--- src/rtl/core/fwsc_pkg.sv ---
`default_nettype none

package fwsc_pkg;

  // Device command codes
  localparam logic [5:0] CMD_RESET   = 6'h16;
  localparam logic [5:0] CMD_INC     = 6'h06;
  localparam logic [5:0] CMD_PROGRAM = 6'h08;
  localparam logic [5:0] CMD_LOAD    = 6'h02;
  localparam logic [5:0] CMD_CONFIG  = 6'h00;

  // Request function codes
  localparam logic [1:0] FUNC_STORE      = 2'd0;
  localparam logic [1:0] FUNC_STORE_PROG = 2'd1;
  localparam logic [1:0] FUNC_RESET      = 2'd2;
  localparam logic [1:0] FUNC_CONFIG     = 2'd3;

  localparam int          LATCH_WORDS_DEF = 32;
  localparam logic [7:0]  PEND_MAX        = 8'd255;

  // Command slots of one plan, in issue order
  localparam int NSLOTS     = 7;
  localparam int SLOT_RESET = 0;
  localparam int SLOT_INC1  = 1;
  localparam int SLOT_PROG1 = 2;
  localparam int SLOT_INC2  = 3;
  localparam int SLOT_LOAD  = 4;
  localparam int SLOT_PROG2 = 5;
  localparam int SLOT_PROG3 = 6;

  typedef struct packed {
    logic [1:0]  func;
    logic [14:0] address;
    logic [15:0] data_word;
  } req_t;

  typedef struct packed {
    logic [5:0]  command;
    logic        has_payload;
    logic [15:0] payload;
    logic [14:0] repeat_count;
    logic        last;
  } res_t;

  typedef struct packed {
    logic [NSLOTS-1:0] slots;
    logic              is_cfg;
    logic [14:0]       inc1_cnt;
    logic [14:0]       inc2_cnt;
    logic [15:0]       payload;
  } plan_t;

endpackage

`default_nettype wire

--- src/rtl/core/flash_word_store_command_sequencer.sv ---
`default_nettype none

// Channel    Ports                    Direction  Handshake
// request    in_req, push, full       in         taken when push is high and full low
// command    out_res, empty, pop      out        taken when pop is high and empty low
//
// One request becomes one to seven commands, issued at one command per clock while
// the output queue is not full, so a request holds the issue stage until its last
// command is taken. On its way to the output a request is registered with its
// reciprocal-estimated quotient, planned into the plan queue and then issued into
// the output queue, each of which is registered.
// Reset is synchronous and active low; it empties both queues and clears the
// tracked device address and pending-word count. There is no clearing pass.
// Either side may stall freely; queues between the parts absorb the stalls.

module flash_word_store_command_sequencer
  import fwsc_pkg::*;
#(
  parameter int LATCH_WORDS = LATCH_WORDS_DEF
) (
  input  wire logic clk,
  input  wire logic rst_n,
  input  wire logic push,
  input  wire req_t in_req,
  output logic      full,
  output logic      empty,
  input  wire logic pop,
  output res_t      out_res
);

  plan_t plan_in, plan_out;
  logic  plan_push, plan_full, plan_pop, plan_empty;
  res_t  res;
  logic  res_push, res_full;

  // The front part classifies each request and works out its whole command plan
  // against the tracked device state, which it alone owns.
  fwsc_front #(
    .LATCH_WORDS(LATCH_WORDS)
  ) u_front (
    .clk       (clk),
    .rst_n     (rst_n),
    .push      (push),
    .in_req    (in_req),
    .full      (full),
    .plan_push (plan_push),
    .plan      (plan_in),
    .plan_full (plan_full)
  );

  // A short plan queue decouples planning from issue.
  fwsc_fifo #(
    .WIDTH($bits(plan_t)),
    .DEPTH(2)
  ) u_plan_q (
    .clk     (clk),
    .rst_n   (rst_n),
    .wr_en   (plan_push),
    .wr_data (plan_in),
    .full    (plan_full),
    .rd_en   (plan_pop),
    .rd_data (plan_out),
    .empty   (plan_empty)
  );

  // The back part walks each plan and issues its commands in order.
  fwsc_back u_back (
    .clk        (clk),
    .rst_n      (rst_n),
    .plan       (plan_out),
    .plan_empty (plan_empty),
    .plan_pop   (plan_pop),
    .res_push   (res_push),
    .res        (res),
    .res_full   (res_full)
  );

  // The output queue holds finished commands until the consumer takes them.
  fwsc_fifo #(
    .WIDTH($bits(res_t)),
    .DEPTH(2)
  ) u_out_q (
    .clk     (clk),
    .rst_n   (rst_n),
    .wr_en   (res_push),
    .wr_data (res),
    .full    (res_full),
    .rd_en   (pop),
    .rd_data (out_res),
    .empty   (empty)
  );

endmodule

`default_nettype wire

--- src/rtl/core/fwsc_fifo.sv ---
`default_nettype none

module fwsc_fifo #(
  parameter int WIDTH = 8,
  parameter int DEPTH = 2
) (
  input  wire logic             clk,
  input  wire logic             rst_n,
  input  wire logic             wr_en,
  input  wire logic [WIDTH-1:0] wr_data,
  output logic                  full,
  input  wire logic             rd_en,
  output logic [WIDTH-1:0]      rd_data,
  output logic                  empty
);

  localparam int PW = (DEPTH > 1) ? $clog2(DEPTH) : 1;
  localparam int CW = $clog2(DEPTH + 1);

  logic [WIDTH-1:0] mem [DEPTH];
  logic [PW-1:0]    wptr_r, wptr_nxt, rptr_r, rptr_nxt;
  logic [CW-1:0]    cnt_r, cnt_nxt;
  logic             do_wr, do_rd;

  assign full    = (cnt_r == CW'(DEPTH));
  assign empty   = (cnt_r == '0);
  assign do_wr   = wr_en && !full;
  assign do_rd   = rd_en && !empty;
  assign rd_data = mem[rptr_r];

  always_comb begin
    wptr_nxt = wptr_r;
    rptr_nxt = rptr_r;
    cnt_nxt  = cnt_r;
    if (do_wr) begin
      wptr_nxt = (wptr_r == PW'(DEPTH - 1)) ? '0 : wptr_r + 1'b1;
    end
    if (do_rd) begin
      rptr_nxt = (rptr_r == PW'(DEPTH - 1)) ? '0 : rptr_r + 1'b1;
    end
    if (do_wr && !do_rd) begin
      cnt_nxt = cnt_r + 1'b1;
    end else if (do_rd && !do_wr) begin
      cnt_nxt = cnt_r - 1'b1;
    end
  end

  always_ff @(posedge clk) begin
    if (!rst_n) begin
      wptr_r <= '0;
      rptr_r <= '0;
      cnt_r  <= '0;
    end else begin
      wptr_r <= wptr_nxt;
      rptr_r <= rptr_nxt;
      cnt_r  <= cnt_nxt;
    end
  end

  always_ff @(posedge clk) begin
    if (do_wr) begin
      mem[wptr_r] <= wr_data;
    end
  end

endmodule

`default_nettype wire

--- src/rtl/core/fwsc_front.sv ---
`default_nettype none

module fwsc_front
  import fwsc_pkg::*;
#(
  parameter int LATCH_WORDS = LATCH_WORDS_DEF
) (
  input  wire logic  clk,
  input  wire logic  rst_n,
  input  wire logic  push,
  input  wire req_t  in_req,
  output logic       full,
  output logic       plan_push,
  output plan_t      plan,
  input  wire logic  plan_full
);

  localparam int          AMW   = (LATCH_WORDS > 2) ? $clog2(LATCH_WORDS) : 1;
  localparam int          RSH   = 22;
  localparam int          PW    = 15 + RSH;
  localparam logic [PW-1:0] RECIP = PW'((64'd1 << RSH) / LATCH_WORDS);

  // Stage one: registered request and reciprocal-estimated quotient.
  logic          s1_v_r, s1_v_nxt;
  req_t          s1_req_r;
  logic [14:0]   s1_q_r;
  logic [PW-1:0] prod;
  logic          s1_load;

  // Architectural state of the device as seen by the stream issued so far.
  logic [14:0]    dev_r, dev_nxt;
  logic [AMW-1:0] off_r, off_nxt;
  logic [7:0]     pend_r, pend_nxt;

  logic [14:0]    prod2, r1;
  logic [AMW-1:0] a_mod;
  logic           need_rst, adv, split, row_end;
  logic [14:0]    d;
  logic [AMW-1:0] dm;
  logic [15:0]    b;
  logic [7:0]     p;

  assign prod      = PW'(in_req.address) * RECIP;
  assign plan_push = s1_v_r && !plan_full;
  assign full      = s1_v_r && plan_full;
  assign s1_load   = push && !full;

  always_comb begin
    s1_v_nxt = s1_v_r;
    if (s1_load) begin
      s1_v_nxt = 1'b1;
    end else if (plan_push) begin
      s1_v_nxt = 1'b0;
    end
  end

  // The estimate is low by at most one, so the remainder needs one correction.
  always_comb begin
    prod2 = 15'(s1_q_r * 15'(LATCH_WORDS));
    r1    = s1_req_r.address - prod2;
    if (r1 >= 15'(LATCH_WORDS)) begin
      a_mod = AMW'(r1 - 15'(LATCH_WORDS));
    end else begin
      a_mod = AMW'(r1);
    end
  end

  always_comb begin
    need_rst = s1_req_r.address < dev_r;
    d        = need_rst ? '0 : dev_r;
    dm       = need_rst ? '0 : off_r;
    adv      = s1_req_r.address > d;
    b        = {1'b0, d} + 16'(LATCH_WORDS - 1) - 16'(dm);
    split    = (pend_r != '0) && (b < {1'b0, s1_req_r.address});
    row_end  = (a_mod == AMW'(LATCH_WORDS - 1));

    plan          = '0;
    dev_nxt       = dev_r;
    off_nxt       = off_r;
    pend_nxt      = pend_r;
    p             = pend_r;

    case (s1_req_r.func)
      FUNC_STORE, FUNC_STORE_PROG: begin
        plan.slots[SLOT_RESET] = need_rst;
        plan.slots[SLOT_INC1]  = split && (b > {1'b0, d});
        plan.slots[SLOT_PROG1] = split;
        plan.slots[SLOT_INC2]  = adv;
        plan.slots[SLOT_LOAD]  = 1'b1;
        plan.slots[SLOT_PROG2] = row_end;
        plan.slots[SLOT_PROG3] = (s1_req_r.func == FUNC_STORE_PROG);
        plan.inc1_cnt = 15'(b) - d;
        plan.inc2_cnt = split ? s1_req_r.address - 15'(b) : s1_req_r.address - d;
        plan.payload  = {s1_req_r.data_word[14:0], 1'b0};
        if (split) begin
          p = '0;
        end
        if (p != PEND_MAX) begin
          p = p + 1'b1;
        end
        pend_nxt = row_end ? '0 : p;
        dev_nxt  = s1_req_r.address;
        off_nxt  = a_mod;
      end
      FUNC_RESET: begin
        plan.slots[SLOT_RESET] = 1'b1;
        dev_nxt = '0;
        off_nxt = '0;
      end
      default: begin
        plan.slots[SLOT_LOAD] = 1'b1;
        plan.is_cfg  = 1'b1;
        plan.payload = s1_req_r.data_word;
        dev_nxt = '0;
        off_nxt = '0;
      end
    endcase
  end

  always_ff @(posedge clk) begin
    if (!rst_n) begin
      s1_v_r <= 1'b0;
      dev_r  <= '0;
      off_r  <= '0;
      pend_r <= '0;
    end else begin
      s1_v_r <= s1_v_nxt;
      if (plan_push) begin
        dev_r  <= dev_nxt;
        off_r  <= off_nxt;
        pend_r <= pend_nxt;
      end
    end
  end

  always_ff @(posedge clk) begin
    if (s1_load) begin
      s1_req_r <= in_req;
      s1_q_r   <= prod[PW-1:RSH];
    end
  end

endmodule

`default_nettype wire

--- src/rtl/core/fwsc_back.sv ---
`default_nettype none

module fwsc_back
  import fwsc_pkg::*;
(
  input  wire logic  clk,
  input  wire logic  rst_n,
  input  wire plan_t plan,
  input  wire logic  plan_empty,
  output logic       plan_pop,
  output logic       res_push,
  output res_t       res,
  input  wire logic  res_full
);

  localparam int SW = $clog2(NSLOTS);

  logic [NSLOTS-1:0] done_r, done_nxt;
  logic [NSLOTS-1:0] cur, selbit;
  logic [SW-1:0]     sel;
  logic              last;

  assign cur      = plan.slots & ~done_r;
  assign selbit   = NSLOTS'(1) << sel;
  assign last     = (cur & ~selbit) == '0;
  assign res_push = !plan_empty && !res_full;
  assign plan_pop = res_push && last;

  always_comb begin
    sel = '0;
    for (int i = NSLOTS - 1; i >= 0; i--) begin
      if (cur[i]) begin
        sel = SW'(i);
      end
    end
  end

  always_comb begin
    res              = '0;
    res.repeat_count = 15'd1;
    res.last         = last;
    case (int'(sel))
      SLOT_RESET: res.command = CMD_RESET;
      SLOT_INC1: begin
        res.command      = CMD_INC;
        res.repeat_count = plan.inc1_cnt;
      end
      SLOT_INC2: begin
        res.command      = CMD_INC;
        res.repeat_count = plan.inc2_cnt;
      end
      SLOT_LOAD: begin
        res.command     = plan.is_cfg ? CMD_CONFIG : CMD_LOAD;
        res.has_payload = 1'b1;
        res.payload     = plan.payload;
      end
      default: res.command = CMD_PROGRAM;
    endcase
  end

  always_comb begin
    done_nxt = done_r;
    if (res_push) begin
      done_nxt = last ? '0 : (done_r | selbit);
    end
  end

  always_ff @(posedge clk) begin
    if (!rst_n) begin
      done_r <= '0;
    end else begin
      done_r <= done_nxt;
    end
  end

endmodule

`default_nettype wire
--- config.mk ---
export PLATFORM = sky130hd
export DESIGN_NAME = flash_word_store_command_sequencer
export DESIGN_NICKNAME = d
export VERILOG_FILES = /design/src/rtl/core/fwsc_pkg.sv /design/src/rtl/core/flash_word_store_command_sequencer.sv /design/src/rtl/core/fwsc_fifo.sv /design/src/rtl/core/fwsc_front.sv /design/src/rtl/core/fwsc_back.sv
export SDC_FILE = /design/constraint.sdc
export NUM_CORES = 1
export LEC_CHECK = 0
export BUFFER_PORTS_ARGS = -buffer_cell sky130_fd_sc_hd__buf_2
export CAP_MARGIN = 20
export CORE_MARGIN = 8
export CORE_UTILIZATION = 59
export DETAILED_ROUTE_END_ITERATION = 8
export HOLD_SLACK_MARGIN = 0.08
export PLACE_DENSITY_LB_ADDON = 0.3
export SLEW_MARGIN = 20
export SYNTH_ARGS = -nofsm -noshare
export SYNTH_HDL_FRONTEND = slang
export SYNTH_HIERARCHICAL = 1
export SYNTH_SLANG_ARGS = --single-unit
--- constraint.sdc ---
create_clock -name clk -period 6.4 [get_ports clk]
set_clock_uncertainty 0.15 [all_clocks]
set_input_delay 0 -clock clk [delete_from_list [all_inputs] [get_ports clk]]
set_output_delay 0 -clock clk [all_outputs]
set_load 0.05 [all_outputs]
# Yosys cells after proc, flatten, opt, wreduce, memory -nomap -nowiden
# Memory sizes are Yosys's and may differ from the RTL's. A register that Yosys moved wholly into a read port is not among the register bits.
# Cells that the tools add are included.
# totals
regBits	87
n_memories	2
latchBits	0
mem_bits_rw	186
out_inout_bits	41
romBits	0
# classes
n_mux	47
magnitude_cmp	5
n_addsub	16
n_mul	0
div	0
reduce_logical	37
n_eq_ne	9
n_shift	1
bitwise_logic	5
# mem_list
name	depth	width	rd	rd_clocked_by_memory_dff	wr	line_no	rtl
u_plan_q.mem	2	54	1	1	1	fwsc_fifo.sv:20	logic [WIDTH-1:0] mem [DEPTH];
u_out_q.mem	2	39	1	1	1	fwsc_fifo.sv:20	
# op_table
cell	count
subtractor 15 bit	4
2-to-1 mux 15 bit	3
2-to-1 mux 8 bit	4
one-hot mux 16 bit (2 select lines)	1
2-to-1 mux 30 bit	1
one-hot mux 15 bit (2 select lines)	1
2-to-1 mux 3 bit	8
one-hot mux 6 bit (3 select lines)	1
2-to-1 mux 17 bit	1
adder 15 x 5 -> 16 bit, second input constant	1
> comparator 16 x 15 -> 1 bit	1
less-than comparator 16 x 15 -> 1 bit	1
2-to-1 mux 1 bit	16
subtractor 16 x 5 -> 16 bit	1
greater-or-equal comparator 15 x 6 -> 1 bit, second input constant	1
> comparator 15 bit	1
logical AND 1 bit	15
less-than comparator 15 bit	1
2-to-1 mux 5 bit	3
bitwise AND 7 bit	2
inverter 7 bit	2
2-to-1 mux 2 bit	6
logical NOT 1 bit	9
adder 8 x 1 -> 8 bit, second input constant	1
other kinds (23)	35

# Logic depth before layout (Yosys ltp)
# depth
ltp_word	18
depth_mapped	32

# Cells and area by module
# Netlist, hierarchy kept.
# modules_own_cells
module	seq_area_each_um2	cells_per_inst	area_each_um2	n_inst
fwsc_front	1471.4	655	5256.3	1
fwsc_fifo (u_plan_q)	3343.2	193	4127.7	1
fwsc_fifo (u_out_q)	2442.3	146	3041.7	1
fwsc_back	140.1	106	875.8	1

# Worst setup path after synthesis
# No wires, ideal clock.
# synth_path
kind	flip-flop to flip-flop
start	register u_front/s1_req_r[17] in the netlist's numbering
end	register u_front.pend_r[1]
arrival_ps	5663
path_slack_ps	516
setup_ps	71
path_stages_with_launch	30
cell_sequence	edfxtp_1 ha_1 nand2_1 o21ai_1 a21oi_2 o31ai_2 buf_2 buf_1 nand2_1 ha_1 nand2_1 a21oi_1 o21ai_0 mux2i_1 or2_2 ha_1 nand2_1 nor3_1 a211oi_1 o21ai_0 a31oi_4 nand2_2 buf_2 and2_1 ha_1 nand2_1 or2_2 a211oi_1 o21ai_0 a21oi_1
# synth_via
elab_chain_len	11
elab_cells_between_ends	18
cone_classes	add/sub: 5; order compare: 3; eq/ne: 2; mux: 7; reduce/logical: 1
# synth_rtl
item	line_no	rtl
from (decl)	fwsc_front.sv:25	req_t s1_req_r;
from (signal assigned)	fwsc_front.sv:138	s1_req_r <= in_req;
less-than comparator 15 bit	fwsc_front.sv:69	need_rst = s1_req_r.address < dev_r;
2-to-1 mux 15 bit	fwsc_front.sv:70	d = need_rst ? '0 : dev_r;
adder 15 x 5 -> 16 bit	fwsc_front.sv:73	b = {1'b0, d} + 16'(LATCH_WORDS - 1) - 16'(dm);
subtractor 16 x 5 -> 16 bit	fwsc_front.sv:73	
less-than comparator 16 x 15 -> 1 bit	fwsc_front.sv:74	split = (pend_r != '0) && (b < {1'b0, s1_req_r.address});
logical AND 1 bit	fwsc_front.sv:74	
2-to-1 mux 8 bit	fwsc_front.sv:95	if (split) begin
2-to-1 mux 8 bit	fwsc_front.sv:83	case (s1_req_r.func)
adder 8 x 1 -> 8 bit / != test 8 bit (equally long branches)	fwsc_front.sv:99, fwsc_front.sv:98	
2-to-1 mux 8 bit	fwsc_front.sv:98	if (p != PEND_MAX) begin
2-to-1 mux 8 bit *	fwsc_front.sv:101	pend_nxt = row_end ? '0 : p;
to (signal assigned)	fwsc_front.sv:131	pend_r <= pend_nxt;
to (decl)	fwsc_front.sv:33	logic [7:0] pend_r, pend_nxt;
# Mark *: on every way between the ends. The rest lies on a longest branch, timed or not. The select of a mux whose other input is x is not followed.
# A chain may end at the register's enable or synchronous reset.

# Worst setup path in the final report
# layout_path
start	register u_front/s1_req_r[17] in the netlist's numbering
end	register u_front.pend_r[5]
# Same word-level chain as after synthesis.

==> metrics.txt <==
CTS Buf Count 26; final setup fails 0; FFs w/ async S/R, synth 0; Detailed Route WL 30510 µm; gr usage total 0.2146; RSZ-0062 raised after global routing false; setup_tns 0 ps; CP arrival 6240 ps; FF+latch area 0.007400 mm²; # rows 55; Die H ~170 µm; pin count of the biggest net entering global routing 56; share of cells above drive strength 1 0.2186; Hold Path Class reg2reg; post-synthesis sequential area ratio 0.5561; CP endpoint kind register; Layout Nets 1358; clock latency on the worst-skew pair 540 ps; most common cell in the netlist edfxtp_1; clock buffer depth 3; Detail Route Antenna Nets 0; synth unique cells 82; Starting Density 0.5947; Cells after Synth 1100; RR Endpoint u_front/pend_r[5]; number of remaining DRC errors 0; htree depth 1; Post-synth EDFFs approximately 220; top cells by area, synth edfxtp_1 49%, mux2_2 7.9%, ha_1 6.4%, dfxtp_1 6.2%, a21oi_1 2.6%; post-synth design cell area 0.01330 mm²; via/cell ratio 5.848; post-layout min period between 6000 and 7000 ps; YS warnings 6; initial antenna violation count 0; Slew @ Worst Pin 1001 ps; power consumption 4.950 mW; crit share post-route 0.9388; Setup crit start kind register; worst r2r src u_front/s1_req_r[17]; Port Buffers 77; Final GP Congestion 0.9304; Vias 9105; maxcap violations 0; leakage power approximately 6 nW; Clock transition at path regs 60 ps; CTS sink cnt 260; CTS tree yes; DP Wirelength 20110 µm; top cells by count, synth 219 x edfxtp_1, 93 x mux2_2, 68 x a21oi_1, 68 x ha_1, 68 x inv_1; Hold EP u_front/dev_r[9]; r2r setup slk between 300 and 400 ps; Worst VDD drop 284.0 µV; hold-critical path depth 2; Worst Reg-to-Reg Cells 27; DR pass1 iterations 5; Wirelength per Cell 19.60 µm; Worst Path Required 6630 ps; final hold violations 0; drt first-iter violations 726; average cell area after synthesis around 12 µm²; area grow syn2layout 16.89%; area occupied by multi-input gates approximately 0.0055 mm²; filler instances about 1.6k; PwrDens roughly 320 mW/mm²; Crit Path Class reg2reg; Core Region around 0.022 mm²; Antenna Diode Count 0; Die Wd 166.2 µm; critical-path maximum fanout 13; flops & latches, synth 260; leading area contributor after synthesis edfxtp_1; Primary FF master, synth edfxtp_1; hold path startpoint u_front/dev_r[9]; Worst slew margin 0.3329; GRT overflow 0; vias in the first global route 9042; status finished clean; Clock Root Buffer clkbuf_16; first-pass GRT wire length roughly 48000 µm; full die area 0.02761 mm²; post-synth top area share 0.4944; total I/O pin count 78; max-slew violation count 0; Fmax ~170 MHz
-- what timing repair did --
action                                 4_1_cts  5_1_grt
endpoints found under the hold margin       86        0
resized for setup                            0        6
buffers inserted                             0        1
setup endpoints to repair                    0        6
hold buffers                                71        0
-- power breakdown --
group          internal, mW  total (mW)  switching (mW)
Sequential             2.04        2.13          0.0903
Clock                 0.840        1.47           0.634
Combinational         0.466        1.35           0.881
Total                  3.34        4.95            1.61
-- worst max-delay path, cell delays in order, from the launching register on --
cell	delay (ps)
edfxtp_1	540
ha_1	340
nand2_1	50
o21ai_1	170
a21oi_2	110
o31a_1	410
nor2_4	180
inv_1	100
ha_1	350
a21o_1	190
o21ai_0	280
mux2i_1	150
or2_2	330
ha_1	370
a21oi_1	180
o21ai_0	100
a211oi_1	210
o21ai_1	130
a31oi_4	210
nand2_4	140
and2_1	200
ha_1	240
nand2_1	150
nor2_1	80
nor2_1	240
nand2_1	90
nand4_1	100
a21oi_1	70
-- worst max path at each step --
stage,depth (start not counted),endpoint,startpoint,slack [ps]
after floorplan,29,u_front/pend_r[1],u_front/s1_req_r[17],520
after global placement,26,u_front/pend_r[1],u_front/s1_req_r[17],420
after detailed placement,26,u_front/pend_r[1],u_front/s1_req_r[18],240
after CTS,26,u_front/pend_r[1],u_front/s1_req_r[17],210
after global routing,26,u_front/pend_r[1],u_front/s1_req_r[17],6
final,27,u_front/pend_r[5],u_front/s1_req_r[17],390
-- metrics by stage --
step,hold slack (ps),util,instances,instance area [µm²],setup WS [ps]
floorplan,-51.13,-,1102,13310,515.9
global placement,26.47,0.6235,1435,13940,416.5
detailed placement,28.13,0.6235,1435,13940,236.0
CTS,302.4,0.6925,1554,15490,207.8
global route,329.4,0.6952,1557,15550,5.624
finish,305.8,0.6952,1557,15550,391.9
-- cells by family (layout without fill, tap and decap cells) --
kind of cell / count (synthesis) / count (layout) / synth area share
other: 2 / 4 / 0.0005646
multiplexers: 102 / 102 / 0.08626
flip-flops: 260 / 260 / 0.5561
adder cells (fa/ha/maj): 69 / 69 / 0.06547
buffers and inverters: 112 / 282 / 0.03697
AO/OA/AOI/OAI: 219 / 219 / 0.1123
AND/OR/NAND/NOR: 304 / 304 / 0.1213
XOR/XNOR: 32 / 32 / 0.02107
-- registers in the layout (all words and copies together), names as in the netlist, named ones only --
name	flops
u_plan_q/mem	108
u_out_q/mem	78
u_front/s1_req_r	33
u_front/dev_r	15
u_front/pend_r	8
u_back/done_r	7
u_out_q/cnt_r	2
u_plan_q/cnt_r	2
u_front/s1_v_r	1
u_out_q/rptr_r	1
u_out_q/wptr_r	1
u_plan_q/rptr_r	1
u_plan_q/wptr_r	1
-- area by class of cell --
type / instances / share of cell area
Clock inverter: 11 / 0.006438
Timing Repair Buffer: 164 / 0.07926
Tap cell: 285 / 0.02293
Multi-Input combinational cell: 730 / 0.3515
Sequential cell: 260 / 0.4759
Inverter: 70 / 0.01690
Clock buffer: 37 / 0.04707
-- layer usage --
layer	up-vias	GRT usage	wire length [µm]
met5	-	0	0
met4	0	0.07233	976
met3	56	0.02971	1711
met2	289	0.3660	14830
met1	4391	0.2779	13000
li1	4369	-	-
-- cells in the final DEF, fill, tap and decap left out, types with 39 or more instances in the layout --
master and count:
edfxtp_1 219, mux2_2 93, buf_2 77, dlygate4sd3_1 71
a21oi_1 68, inv_1 68, ha_1 67, nand2_1 65
nor2_1 61, o21ai_0 42, dfxtp_1 39
(Power assumes the default switching activity.)
